<file path="config.mk">
export PLATFORM = sky130hd
export DESIGN_NAME = noise_floor_level_follower
export DESIGN_NICKNAME = d
export VERILOG_FILES = /design/src/rtl/core/nflf_pkg.sv /design/src/rtl/core/noise_floor_level_follower.sv /design/src/rtl/core/nflf_cfg.sv /design/src/rtl/core/nflf_datapath.sv /design/src/rtl/core/nflf_ctrl.sv
export SDC_FILE = /design/constraint.sdc
export NUM_CORES = 2
export LEC_CHECK = 0
export ABC_AREA = 1
export BUFFER_PORTS_ARGS = -buffer_cell sky130_fd_sc_hd__buf_2
export CORE_AREA = 4 4 206 408
export CTS_CLUSTER_DIAMETER = 50
export DETAILED_ROUTE_END_ITERATION = 10
export DIE_AREA = 0 0 210 412
export HOLD_SLACK_MARGIN = 0.05
export PLACE_DENSITY = 0.74
export SLEW_MARGIN = 20
export SYNTH_ARGS = -nofsm -noshare
export SYNTH_HDL_FRONTEND = slang
export SYNTH_SLANG_ARGS = --single-unit
</file>
<file path="constraint.sdc">
create_clock -name clk -period 6.05 [get_ports clk]
set_input_delay 1.21 -clock clk [delete_from_list [all_inputs] [get_ports clk]]
set_output_delay 1.21 -clock clk [all_outputs]
set_load 0.01 [all_outputs]
</file>
<file path="src/rtl/core/nflf_pkg.sv">
// Shared types, constants and reset values for the noise floor level follower.
package nflf_pkg;

  localparam int unsigned WordW        = 16;
  localparam int unsigned CmdW         = 2;
  localparam int unsigned MsW          = 8;
  localparam int unsigned CfgIdxW      = 3;
  localparam int unsigned DecW         = WordW + MsW;
  localparam int unsigned DivCntW      = $clog2(WordW);
  localparam int unsigned WindowDepthDef = 16;

  localparam logic [CmdW-1:0] CMD_TRACK     = 2'd0;
  localparam logic [CmdW-1:0] CMD_CALIBRATE = 2'd1;
  localparam logic [CmdW-1:0] CMD_CLEAR     = 2'd2;

  localparam logic [CfgIdxW-1:0] REG_FLOOR_FACTOR   = 3'd0;
  localparam logic [CfgIdxW-1:0] REG_FLOOR_MARGIN   = 3'd1;
  localparam logic [CfgIdxW-1:0] REG_FLOOR_LOWEST   = 3'd2;
  localparam logic [CfgIdxW-1:0] REG_FLOOR_HIGHEST  = 3'd3;
  localparam logic [CfgIdxW-1:0] REG_FULL_SCALE     = 3'd4;
  localparam logic [CfgIdxW-1:0] REG_RELEASE_PER_MS = 3'd5;

  localparam logic [WordW-1:0] FLOOR_FACTOR_RST   = 16'd256;
  localparam logic [WordW-1:0] FLOOR_MARGIN_RST   = 16'd64;
  localparam logic [WordW-1:0] FLOOR_LOWEST_RST   = 16'd128;
  localparam logic [WordW-1:0] FLOOR_HIGHEST_RST  = 16'd8192;
  localparam logic [WordW-1:0] FULL_SCALE_RST     = 16'd32767;
  localparam logic [WordW-1:0] RELEASE_PER_MS_RST = 16'd131;

  localparam logic [WordW-1:0] LEVEL_MAX = 16'hFFFF;

  typedef struct packed {
    logic [WordW-1:0] floor_factor;
    logic [WordW-1:0] floor_margin;
    logic [WordW-1:0] floor_lowest;
    logic [WordW-1:0] floor_highest;
    logic [WordW-1:0] full_scale;
    logic [WordW-1:0] release_per_ms;
  } cfg_t;

  typedef struct packed {
    logic capture;
    logic load_floor;
    logic prep;
    logic div_step;
    logic env_step;
    logic clear;
    logic scan_step;
    logic mul;
    logic floor_upd;
    logic load_out;
  } dp_cmd_t;

  typedef struct packed {
    logic is_clear;
    logic is_cal;
    logic will_full;
    logic div_last;
    logic scan_last;
  } dp_status_t;

endpackage

</file>
<file path="src/rtl/core/noise_floor_level_follower.sv">
// Top level of the noise floor level follower: config registers, controller and datapath.
// Each track or calibrate word is accepted, loaded and prepared, then passes through the
// restoring divider for the normalized level and through the envelope update.
// A calibrate word with a full window then scans the window memory through its single
// read port and goes on to the floor multiply and clamp. A clear word is accepted and
// loaded and then goes straight to hand-over. Every word ends by handing over the result
// word, and that hand-over waits while the output register still holds an earlier word
// that is stalled.
// A new word is taken while the previous result word still waits at the output register.
module noise_floor_level_follower #(
  parameter int unsigned WINDOW_DEPTH = nflf_pkg::WindowDepthDef
) (
  input  logic                          clk,
  input  logic                          rst,
  input  logic                          sample_valid,
  output logic                          sample_stall,
  input  logic [nflf_pkg::CmdW-1:0]     cmd,
  input  logic [nflf_pkg::WordW-1:0]    rms_sample,
  input  logic [nflf_pkg::MsW-1:0]      elapsed_ms,
  output logic                          result_valid,
  input  logic                          result_stall,
  output logic [nflf_pkg::WordW-1:0]    level_out,
  output logic [nflf_pkg::WordW-1:0]    floor_out,
  output logic                          floor_ready,
  input  logic                          cfg_valid,
  output logic                          cfg_ready,
  input  logic [nflf_pkg::CfgIdxW-1:0]  cfg_index,
  input  logic [nflf_pkg::WordW-1:0]    cfg_data
);
  import nflf_pkg::*;

  cfg_t       cfg;
  dp_cmd_t    cmd_ctl;
  dp_status_t status;

  assign cfg_ready = 1'b1;

  nflf_cfg u_cfg (
    .clk      (clk),
    .rst      (rst),
    .wr_en    (cfg_valid && cfg_ready),
    .wr_index (cfg_index),
    .wr_data  (cfg_data),
    .cfg      (cfg)
  );

  nflf_ctrl u_ctrl (
    .clk          (clk),
    .rst          (rst),
    .sample_valid (sample_valid),
    .sample_stall (sample_stall),
    .result_valid (result_valid),
    .result_stall (result_stall),
    .status       (status),
    .cmd_ctl      (cmd_ctl)
  );

  nflf_datapath #(
    .WINDOW_DEPTH (WINDOW_DEPTH)
  ) u_datapath (
    .clk         (clk),
    .rst         (rst),
    .cfg         (cfg),
    .cmd_ctl     (cmd_ctl),
    .status      (status),
    .cmd         (cmd),
    .rms_sample  (rms_sample),
    .elapsed_ms  (elapsed_ms),
    .level_out   (level_out),
    .floor_out   (floor_out),
    .floor_ready (floor_ready)
  );

endmodule

</file>
<file path="src/rtl/core/nflf_cfg.sv">
// Configuration register file for the noise floor level follower.
module nflf_cfg (
  input  logic                        clk,
  input  logic                        rst,
  input  logic                        wr_en,
  input  logic [nflf_pkg::CfgIdxW-1:0] wr_index,
  input  logic [nflf_pkg::WordW-1:0]   wr_data,
  output nflf_pkg::cfg_t              cfg
);
  import nflf_pkg::*;

  always_ff @(posedge clk) begin
    if (rst) begin
      cfg.floor_factor   <= FLOOR_FACTOR_RST;
      cfg.floor_margin   <= FLOOR_MARGIN_RST;
      cfg.floor_lowest   <= FLOOR_LOWEST_RST;
      cfg.floor_highest  <= FLOOR_HIGHEST_RST;
      cfg.full_scale     <= FULL_SCALE_RST;
      cfg.release_per_ms <= RELEASE_PER_MS_RST;
    end else if (wr_en) begin
      case (wr_index)
        REG_FLOOR_FACTOR:   cfg.floor_factor   <= wr_data;
        REG_FLOOR_MARGIN:   cfg.floor_margin   <= wr_data;
        REG_FLOOR_LOWEST:   cfg.floor_lowest   <= wr_data;
        REG_FLOOR_HIGHEST:  cfg.floor_highest  <= wr_data;
        REG_FULL_SCALE:     cfg.full_scale     <= wr_data;
        REG_RELEASE_PER_MS: cfg.release_per_ms <= wr_data;
        default: ;
      endcase
    end
  end

endmodule

</file>
<file path="src/rtl/core/nflf_datapath.sv">
// Datapath: level divider, envelope, calibration window and floor computation.
module nflf_datapath #(
  parameter int unsigned WINDOW_DEPTH = nflf_pkg::WindowDepthDef
) (
  input  logic                       clk,
  input  logic                       rst,
  input  nflf_pkg::cfg_t             cfg,
  input  nflf_pkg::dp_cmd_t          cmd_ctl,
  output nflf_pkg::dp_status_t       status,
  input  logic [nflf_pkg::CmdW-1:0]  cmd,
  input  logic [nflf_pkg::WordW-1:0] rms_sample,
  input  logic [nflf_pkg::MsW-1:0]   elapsed_ms,
  output logic [nflf_pkg::WordW-1:0] level_out,
  output logic [nflf_pkg::WordW-1:0] floor_out,
  output logic                       floor_ready
);
  import nflf_pkg::*;

  localparam int unsigned IdxW = $clog2(WINDOW_DEPTH);
  localparam int unsigned CntW = $clog2(WINDOW_DEPTH + 1);
  localparam logic [IdxW-1:0] IdxLast = IdxW'(WINDOW_DEPTH - 1);
  localparam logic [CntW-1:0] CntEnd  = CntW'(WINDOW_DEPTH);

  logic [CmdW-1:0]    cmd_r;
  logic [WordW-1:0]   rms_r;
  logic [MsW-1:0]     ms_r;
  logic [WordW-1:0]   fl;
  logic               tgt_zero;
  logic               tgt_sat;
  logic [WordW-1:0]   rem;
  logic [WordW-1:0]   quo;
  logic [WordW-1:0]   den;
  logic [DivCntW-1:0] div_cnt;
  logic [WordW-1:0]   envelope_level;
  logic [WordW-1:0]   floor_level;
  logic [IdxW-1:0]    write_index;
  logic               window_full;
  logic [WordW-1:0]   window_store [WINDOW_DEPTH];
  logic [WordW-1:0]   rd_data;
  logic               rd_vld;
  logic [CntW-1:0]    scan_cnt;
  logic [WordW-1:0]   win_min;
  logic [2*WordW-1:0] prod;

  logic [WordW-1:0]   fl_next;
  logic [WordW-1:0]   diff;
  logic [2*WordW-1:0] num;
  logic [WordW-1:0]   den_next;
  logic [WordW:0]     rem_shift;
  logic               rem_ge;
  logic [WordW-1:0]   tgt;
  logic [DecW-1:0]    dec;
  logic [WordW-1:0]   envelope_next;
  logic [WordW+8:0]   floor_sum;
  logic [WordW-1:0]   floor_next;

  always_comb begin
    if (floor_level < cfg.floor_lowest) begin
      fl_next = cfg.floor_lowest;
    end else if (floor_level > cfg.floor_highest) begin
      fl_next = cfg.floor_highest;
    end else begin
      fl_next = floor_level;
    end
  end

  assign diff     = rms_r - fl;
  assign num      = {diff, {WordW{1'b0}}} - {{WordW{1'b0}}, diff};
  assign den_next = cfg.full_scale - fl;

  assign rem_shift = {rem, quo[WordW-1]};
  assign rem_ge    = rem_shift >= {1'b0, den};

  always_comb begin
    if (tgt_zero) begin
      tgt = '0;
    end else if (tgt_sat) begin
      tgt = LEVEL_MAX;
    end else begin
      tgt = quo;
    end
    dec = cfg.release_per_ms * {{(DecW-MsW){1'b0}}, ms_r};
    if (tgt > envelope_level) begin
      envelope_next = tgt;
    end else if (dec >= {{(DecW-WordW){1'b0}}, envelope_level}) begin
      envelope_next = '0;
    end else begin
      envelope_next = envelope_level - dec[WordW-1:0];
    end
  end

  always_comb begin
    floor_sum = {1'b0, prod[2*WordW-1:8]} + {9'b0, cfg.floor_margin};
    if (floor_sum < {9'b0, cfg.floor_lowest}) begin
      floor_next = cfg.floor_lowest;
    end else if (floor_sum > {9'b0, cfg.floor_highest}) begin
      floor_next = cfg.floor_highest;
    end else begin
      floor_next = floor_sum[WordW-1:0];
    end
  end

  assign status.is_clear  = (cmd_r == CMD_CLEAR);
  assign status.is_cal    = (cmd_r == CMD_CALIBRATE);
  assign status.will_full = window_full || (write_index == IdxLast);
  assign status.div_last  = (div_cnt == {DivCntW{1'b1}});
  assign status.scan_last = (scan_cnt == CntEnd);

  always_ff @(posedge clk) begin
    if (cmd_ctl.capture) begin
      cmd_r <= cmd;
      rms_r <= rms_sample;
      ms_r  <= elapsed_ms;
    end
    if (cmd_ctl.load_floor) begin
      fl <= fl_next;
    end
    if (cmd_ctl.prep) begin
      tgt_zero <= (rms_r <= fl) || (cfg.full_scale < fl);
      tgt_sat  <= num[2*WordW-1:WordW] >= den_next;
      rem      <= num[2*WordW-1:WordW];
      quo      <= num[WordW-1:0];
      den      <= den_next;
      div_cnt  <= '0;
    end
    if (cmd_ctl.div_step) begin
      rem     <= rem_ge ? WordW'(rem_shift - {1'b0, den}) : rem_shift[WordW-1:0];
      quo     <= {quo[WordW-2:0], rem_ge};
      div_cnt <= div_cnt + 1'b1;
    end
    if (cmd_ctl.env_step) begin
      scan_cnt <= '0;
      rd_vld   <= 1'b0;
    end
    if (cmd_ctl.scan_step) begin
      rd_vld   <= scan_cnt < CntEnd;
      scan_cnt <= scan_cnt + 1'b1;
      if (rd_vld && ((scan_cnt == CntW'(1)) || (rd_data < win_min))) begin
        win_min <= rd_data;
      end
    end
    if (cmd_ctl.mul) begin
      prod <= win_min * cfg.floor_factor;
    end
    if (cmd_ctl.load_out) begin
      level_out   <= envelope_level;
      floor_out   <= floor_level;
      floor_ready <= window_full;
    end
  end

  always_ff @(posedge clk) begin
    if (cmd_ctl.env_step && status.is_cal) begin
      window_store[write_index] <= rms_r;
    end
    if (cmd_ctl.scan_step) begin
      rd_data <= window_store[scan_cnt[IdxW-1:0]];
    end
  end

  always_ff @(posedge clk) begin
    if (rst) begin
      envelope_level <= '0;
      floor_level    <= FLOOR_LOWEST_RST;
      write_index    <= '0;
      window_full    <= 1'b0;
    end else if (cmd_ctl.clear) begin
      floor_level <= cfg.floor_lowest;
      write_index <= '0;
      window_full <= 1'b0;
    end else begin
      if (cmd_ctl.env_step) begin
        envelope_level <= envelope_next;
        if (status.is_cal) begin
          write_index <= (write_index == IdxLast) ? '0 : write_index + 1'b1;
          window_full <= status.will_full;
          if (!status.will_full) begin
            floor_level <= cfg.floor_lowest;
          end
        end
      end
      if (cmd_ctl.floor_upd) begin
        floor_level <= floor_next;
      end
    end
  end

endmodule

</file>
<file path="src/rtl/core/nflf_ctrl.sv">
// Controller state machine that sequences the datapath and owns both handshakes.
module nflf_ctrl (
  input  logic                 clk,
  input  logic                 rst,
  input  logic                 sample_valid,
  output logic                 sample_stall,
  output logic                 result_valid,
  input  logic                 result_stall,
  input  nflf_pkg::dp_status_t status,
  output nflf_pkg::dp_cmd_t    cmd_ctl
);
  import nflf_pkg::*;

  typedef enum logic [8:0] {
    S_IDLE  = 9'b000000001,
    S_LOAD  = 9'b000000010,
    S_PREP  = 9'b000000100,
    S_DIV   = 9'b000001000,
    S_ENV   = 9'b000010000,
    S_SCAN  = 9'b000100000,
    S_MUL   = 9'b001000000,
    S_FLOOR = 9'b010000000,
    S_DONE  = 9'b100000000
  } state_t;

  state_t state;
  state_t state_next;
  logic   result_valid_next;

  assign sample_stall = (state != S_IDLE);

  always_comb begin
    state_next = state;
    cmd_ctl    = '0;
    case (state)
      S_IDLE: begin
        if (sample_valid) begin
          cmd_ctl.capture = 1'b1;
          state_next      = S_LOAD;
        end
      end
      S_LOAD: begin
        if (status.is_clear) begin
          cmd_ctl.clear = 1'b1;
          state_next    = S_DONE;
        end else begin
          cmd_ctl.load_floor = 1'b1;
          state_next         = S_PREP;
        end
      end
      S_PREP: begin
        cmd_ctl.prep = 1'b1;
        state_next   = S_DIV;
      end
      S_DIV: begin
        cmd_ctl.div_step = 1'b1;
        if (status.div_last) begin
          state_next = S_ENV;
        end
      end
      S_ENV: begin
        cmd_ctl.env_step = 1'b1;
        if (status.is_cal && status.will_full) begin
          state_next = S_SCAN;
        end else begin
          state_next = S_DONE;
        end
      end
      S_SCAN: begin
        cmd_ctl.scan_step = 1'b1;
        if (status.scan_last) begin
          state_next = S_MUL;
        end
      end
      S_MUL: begin
        cmd_ctl.mul = 1'b1;
        state_next  = S_FLOOR;
      end
      S_FLOOR: begin
        cmd_ctl.floor_upd = 1'b1;
        state_next        = S_DONE;
      end
      S_DONE: begin
        if (!result_valid || !result_stall) begin
          cmd_ctl.load_out = 1'b1;
          state_next       = S_IDLE;
        end
      end
      default: begin
        state_next = S_IDLE;
      end
    endcase
  end

  assign result_valid_next = cmd_ctl.load_out || (result_valid && result_stall);

  always_ff @(posedge clk) begin
    if (rst) begin
      state        <= S_IDLE;
      result_valid <= 1'b0;
    end else begin
      state        <= state_next;
      result_valid <= result_valid_next;
    end
  end

endmodule
</file>
Yosys cells after proc, flatten, opt, wreduce, memory -nomap -nowiden
Memory sizes are Yosys's and may differ from the RTL's. A register that Yosys moved wholly into a read port is not among the register bits.
Index checks and enable logic that the tools add are counted.
{"block": "op_classes", "eq_ne": 26, "mux": 48, "order_cmp": 12, "multipliers": 2, "reduce_logical": 28, "n_addsub": 9, "n_bitwise": 1}
{"op": "$mux W16", "count": 18}
{"op": "$pmux W9 S9", "count": 1}
{"op": "$sub A16 B16 Y16", "count": 4}
{"op": "$mux W9", "count": 6}
{"op": "$lt A16 B16 Y1", "count": 3}
{"op": "$gt A16 B16 Y1", "count": 2}
{"op": "$mul A16 B16 Y32", "count": 1}
{"op": "$sub A32 B16 Y32", "count": 1}
{"op": "$add A24 B16 Y25", "count": 1}
{"op": "$gt A25 B16 Y1", "count": 1}
{"op": "$lt A25 B16 Y1", "count": 1}
{"op": "$ge A24 B16 Y1", "count": 1}
{"op": "$mul A16 B8 Y24", "count": 1}
{"op": "$mux W1", "count": 18}
{"op": "$reduce_and A2 Y1", "count": 9}
{"op": "$ge A17 B16 Y1", "count": 1}
{"op": "$ge A16 B16 Y1", "count": 1}
{"op": "$le A16 B16 Y1", "count": 1}
{"op": "$mux W4", "count": 3}
{"op": "$mux W5", "count": 2}
{"op": "$eq A9 B1 Y1 const B", "count": 1}
{"op": "$eq A9 B2 Y1 const B", "count": 1}
{"op": "$eq A9 B3 Y1 const B", "count": 1}
{"op": "$eq A9 B4 Y1 const B", "count": 1}
{"op": "30 further kinds", "count": 46}
{"block": "word_totals", "ram_bits": 256, "regBits": 326, "memories": 1, "word_cells": 156}
{"name": "u_datapath.window_store", "depth": 16, "width": 16, "rd": 1, "rd_clocked_by_memory_dff": 1, "write_ports": 1, "line": "nflf_datapath.sv:38", "source": "logic [WordW-1:0] window_store [WINDOW_DEPTH];"}

Depth between registers and ports, before layout
{"block": "logic_depth", "depth_word": 7, "ltp_mapped": 31}

By module
Synthesis repeated with hierarchy kept, for this count alone.
{"block": "unflattened", "hier_cells": 5296, "area_unflattened_um2": 44561.5}
{"module": "nflf_datapath", "instances": 1, "cells_each": 4625, "seq_area_each_um2": 14163.6, "area_each_um2": 39934.6}
{"module": "nflf_cfg", "instances": 1, "cells_each": 532, "seq_area_each_um2": 1921.8, "area_each_um2": 3794.9}
{"module": "nflf_ctrl", "instances": 1, "cells_each": 137, "seq_area_each_um2": 200.2, "area_each_um2": 820.8}
{"module": "noise_floor_level_follower", "instances": 1, "cells_each": 2, "seq_area_each_um2": 0.0, "area_each_um2": 11.3}

Worst setup path after synthesis
No wires, ideal clock.
{"block": "synth_timing", "kind": "register to register", "from": "register u_datapath.ms_r[7]", "to": "register u_datapath.envelope_level[6]", "synth_period_minus_slack_ps": 5697, "arrival_time_ps": 5628, "slack_ps": 353, "t_required_ps": 5980, "path_stages_with_launch": 29, "path_cell_list": "edfxtp_1 > clkbuf_1 > clkbuf_1 > nand2_1 > fa_1 > fa_1 > inv_1 > fa_1 > inv_1 > fa_1 > inv_1 > ha_1 > a21oi_1 > a21boi_2 > o21ai_1 > xor2_1 > ha_1 > nand2_1 > inv_1 > o21ai_0 > nand2_1 > a21oi_1 > o21ai_1 > nor2_1 > nand3_1 > nor2_2 > buf_2 > nand4_1 > a21oi_1"}
{"block": "synth_via", "elab_chain_cells": 4}
{"item": "from (decl)", "line": "nflf_datapath.sv:26", "source": "logic [MsW-1:0] ms_r;"}
{"item": "from (signal assigned)", "line": "nflf_datapath.sv:113", "source": "ms_r <= elapsed_ms;"}
{"item": "$mul A16 B8 Y24", "line": "nflf_datapath.sv:82", "source": "dec = cfg.release_per_ms * {{(DecW-MsW){1'b0}}, ms_r};"}
{"item": "$ge A24 B16 Y1", "line": "nflf_datapath.sv:85", "source": "end else if (dec >= {{(DecW-WordW){1'b0}}, envelope_level}) begin"}
{"item": "$mux W16", "line": "nflf_datapath.sv:85"}
{"item": "$mux W16", "line": "nflf_datapath.sv:83", "source": "if (tgt > envelope_level) begin"}
{"item": "to (signal assigned)", "line": "nflf_datapath.sv:173", "source": "envelope_level <= envelope_next;"}
{"item": "to (decl)", "line": "nflf_datapath.sv:34", "source": "logic [WordW-1:0] envelope_level;"}
No other way between the ends.
A chain may end at the register's enable or synchronous reset.

Final worst setup path
{"block": "layout_timing", "from": "register u_datapath.ms_r[7]", "to": "register u_datapath.envelope_level[2]"}
The elaborated chain is that of the path after synthesis.

==> results.md <==
* Max Cap Viol at 0
* Chip width at between 200 and 250 um
* Worst path most repeated cell: fa_1
* CTS Buf Count at 53
* Clk pwr share at 0.300
* Max Slew Vio Count at 0
* Cell Area, Synth at 0.0441 mm^2
* Hold Violations, Final at 0
* Htree depth at 2
* Critical path's top delay family: adder cells
* Residual DRC at 0
* Grt total ovfl at 0
* WL final at roughly 130000 um
* Slew Limit Headroom at 0.269
* CP max stage delay at 0.57 ns
* Reg-to-reg endpoint: u_datapath.envelope_level[2]
* CP max FO at 8
* Total GRT Usage at 0.305
* Critical Path RT at 6.60 ns
* Area growth syn-to-layout at 9.56%
* Core box area at between 0.08 and 0.09 mm^2
* Fmax at around 170 MHz
* # rows at around 150
* Top Ports at between 80 and 90
* Routability cong. at approximately 1.0
* CP max stage cell: fa_1
* DR vias/cell at about 5.6
* Synth top area cells: edfxtp_1 (30%), fa_1 (13%), ha_1 (10%), nand2_1 (9.2%), inv_1 (8.2%)
* Final setup fails at 0
* Initial Utilization at 0.543
* Placed cell count at 6219
* CTS tree: yes
* Fillers at between 7000 and 8000
* Combinational power share at 0.316
* PortBufs at between 80 and 90
* Unique cell type count in the Yosys netlist at 73
* Number of synthesized register bits at a little under 600
* Metal3 WL at roughly 7000 um
* Largest net degree at the start of global routing at between 100 and 150
* Period minus WS final at a little under 6 ns
* Worst-skew pair later-pin latency at about 0.68 ns
* CP bufs+invs at 4
* Die area at just under 0.09 mm^2
* First drt pass iteration count at 6
* CP endpoint kind: flip-flop
* Worst-Margin Slew at roughly 1.1 ns
* Sink Count at 590
* Clk_skew at ~0.070 ns
* Die height at just over 400 um
* FF-to-FF path depth at 25
* Syn Inst Count at ~5200
* Critical Path Start: u_datapath.ms_r[7]
* Routed length per placed instance at ~21 um
* Global-route wire length before repair at about 200000 um
* Initial DRC Count at around 2800
* Routed vias at between 30000 and 40000
* Internal power at about 0.0078 W
* Setup TNS at 0 ns
* Worst r2r src: u_datapath.ms_r[7]
* Routed met1 length at 43000 um
* Share of layout cells above drive strength 1 at 0.0862
* R2r setup slk at 0.19 ns
* Number of antenna violations at the first check in global routing at 3
* Final period utilization at 0.969
* Non-filler cells, final at between 6000 and 7000
* Hold Crit Depth at 0
* Run status: complete, no violations
* Startpoint Class: flip-flop
* Sequential fraction of the synthesis area at 0.370
* WHS at about 0.47 ns
* Vias in the first global route at between 30000 and 40000
* WHS Endpoint: u_datapath.win_min[1]
* Metal2 WL at between 60000 and 70000 um
* Number of flops mapped to enable cells by yosys at 447
* Synth warnings at 0
* CTS clk-pin slew, worst paths at approximately 0.07 ns
* Longest Clk Path Bufs at 3
* Root Driver: clkbuf_16
* Setup ws final at 0.190 ns
* P per Cell Area at ~250 mW/mm^2
* Detail Placement HPWL at 102000 um
* Peak VDD IR at roughly 0.25 mV
* P_sw at about 0.0043 W
* Worst Hold Class: flip-flop to flip-flop
* Top cell type by total area after synthesis: edfxtp_1
* Final core utilization at 0.595
* P_leak at roughly 23 nW
* Max Used Layer: met4
* Hold_sp: u_datapath.rd_data[1]
* Syn Nets at about 5900
* Crit path DAT at 6.41 ns
* Nets at 5944
* Routed Antenna Nets at 0
* Yosys top cell area share at 0.305
* Setup WS pre-CTS at 0.145 ns
* Asr flop ratio synth at 0
* Ys flop type: edfxtp_1
* Seq pwr share at 0.384
* Crit path kind: flip-flop to flip-flop
* Sw frac at 0.353
* Syn Area/Cell at 8.51 um^2
[worst reg2reg max path, delay by kind of cell, from the launching register on]
kind	cells	cell delay, ns
flops	1	0.52
xor+xnor	1	0.14
compound gates	7	0.98
simple gates	7	0.86
buf+inv	4	0.47
fa+ha+maj	6	2.76
[cell families (layout without fill, tap and decap cells)]
group / Yosys count / after routing / synth area share
buffers and inverters: 1182 / 1303 / 0.102
AO/OA/AOI/OAI: 772 / 772 / 0.0976
other: 1 / 4 / 0.0000851
AND/OR/NAND/NOR: 1879 / 1879 / 0.177
XOR/XNOR: 114 / 114 / 0.0238
adder cells (fa/ha/maj): 640 / 640 / 0.230
flip-flops: 590 / 590 / 0.370
[final cells by class]
cell class                 count  area [um^2]  share of cell area
antenna                        3         7.51            0.000155
inverter                     978         3680              0.0761
timing repair buffer         225         1550              0.0321
multi-input combinational   3406        23600               0.489
clock buffer                  59         1370              0.0283
clock inverter                41          474             0.00982
tap                         1050         1310              0.0272
sequential                   590        16300               0.337
[metal layers]
metal,vias up,GRT usage
met5,-,0
met4,0,0.246
met3,548,0.0361
met2,1380,0.563
met1,17211,0.303
li1,16692,-
[synthesized netlist by cell type (all sizes together) (2+ instances only)]
library cell,number
buf,12
o21ai,362
dfxtp,143
nor3,29
and2,8
o2111ai,4
a21boi,8
nand4,85
xor2,76
ha,358
o31ai,7
fa,282
xnor2,38
clkinv,5
a221oi,2
o21a,16
nand3,131
or2,3
nand3b,7
edfxtp,447
a21o,12
o211ai,13
nor2,506
a31oi,14
inv,973
nor4,8
clkbuf,192
a211oi,7
o31a,2
o21bai,14
a21oi,237
o22ai,65
o221ai,4
nand2,1099
[how the worst max path moves through the flow]
stage | slack [ns] | depth (start not counted) | endpoint
6_report | 0.19 | 25 | u_datapath.envelope_level[2]
5_1_grt | -0.02 | 28 | u_datapath.envelope_level[4]
4_1_cts | 0.08 | 27 | u_datapath.envelope_level[2]
3_5_place_dp | 0.15 | 19 | u_datapath.prod[25]
3_3_place_gp | 0.23 | 19 | u_datapath.prod[25]
2_1_floorplan | 0.35 | 28 | u_datapath.envelope_level[6]
[state kept, by name (all words and copies together) (netlist names), 2 cells and up]
register / flops
u_datapath.den: 16
u_cfg.cfg: 96
u_datapath.window_store: 256
u_datapath.floor_out: 16
u_datapath.fl: 16
u_datapath.rms_r: 16
u_datapath.ms_r: 8
u_datapath.level_out: 16
u_datapath.rd_data: 16
u_datapath.scan_cnt: 5
u_datapath.write_index: 4
u_datapath.div_cnt: 4
u_ctrl.state: 9
u_datapath.prod: 24
u_datapath.envelope_level: 16
u_datapath.rem: 16
u_datapath.cmd_r: 2
u_datapath.win_min: 16
u_datapath.floor_level: 16
u_datapath.quo: 16
[power groups by stage]
stage / sequential (W) / clock, W / combinational, W
final: 0.00464 / 0.00363 / 0.00383
after floorplan: 0.00466 / 0 / 0.00231
after CTS: 0.00464 / 0.00366 / 0.00337
after detailed placement: 0.00473 / 0 / 0.00335
after global placement: 0.00472 / 0 / 0.00330
after global routing: 0.00464 / 0.00380 / 0.00424
[per-stage QoR]
stage               cell area, um^2  power [W]
floorplan                     44100    0.00697
global placement              45900    0.00802
detailed placement            45900    0.00807
CTS                           47700     0.0117
global route                  48300     0.0127
finish                        48300     0.0121
[cells in the final DEF (no fill, tap or decap), types with 22 or more instances in the layout]
master and instances:
buf_2 84, o22ai_1 65, nand2_2 28, xnor2_1 37, dfxtp_1 141, xor2_1 69
inv_1 964, o21ai_0 342, nand4_1 84, nor2_1 475, fa_1 282, a21oi_1 219
nor2_2 22, nor3_1 26, edfxtp_1 447, ha_1 346, nand3_1 123, nand2_1 1066
clkbuf_16 54, buf_4 133
[timing repair]
item / CTS / global route
gates resized for setup: 0 / 69
endpoints found under the setup margin: 0 / 26
buffers inserted: 0 / 29
hold buffers: 0 / 0
(Power assumes the default switching activity.)
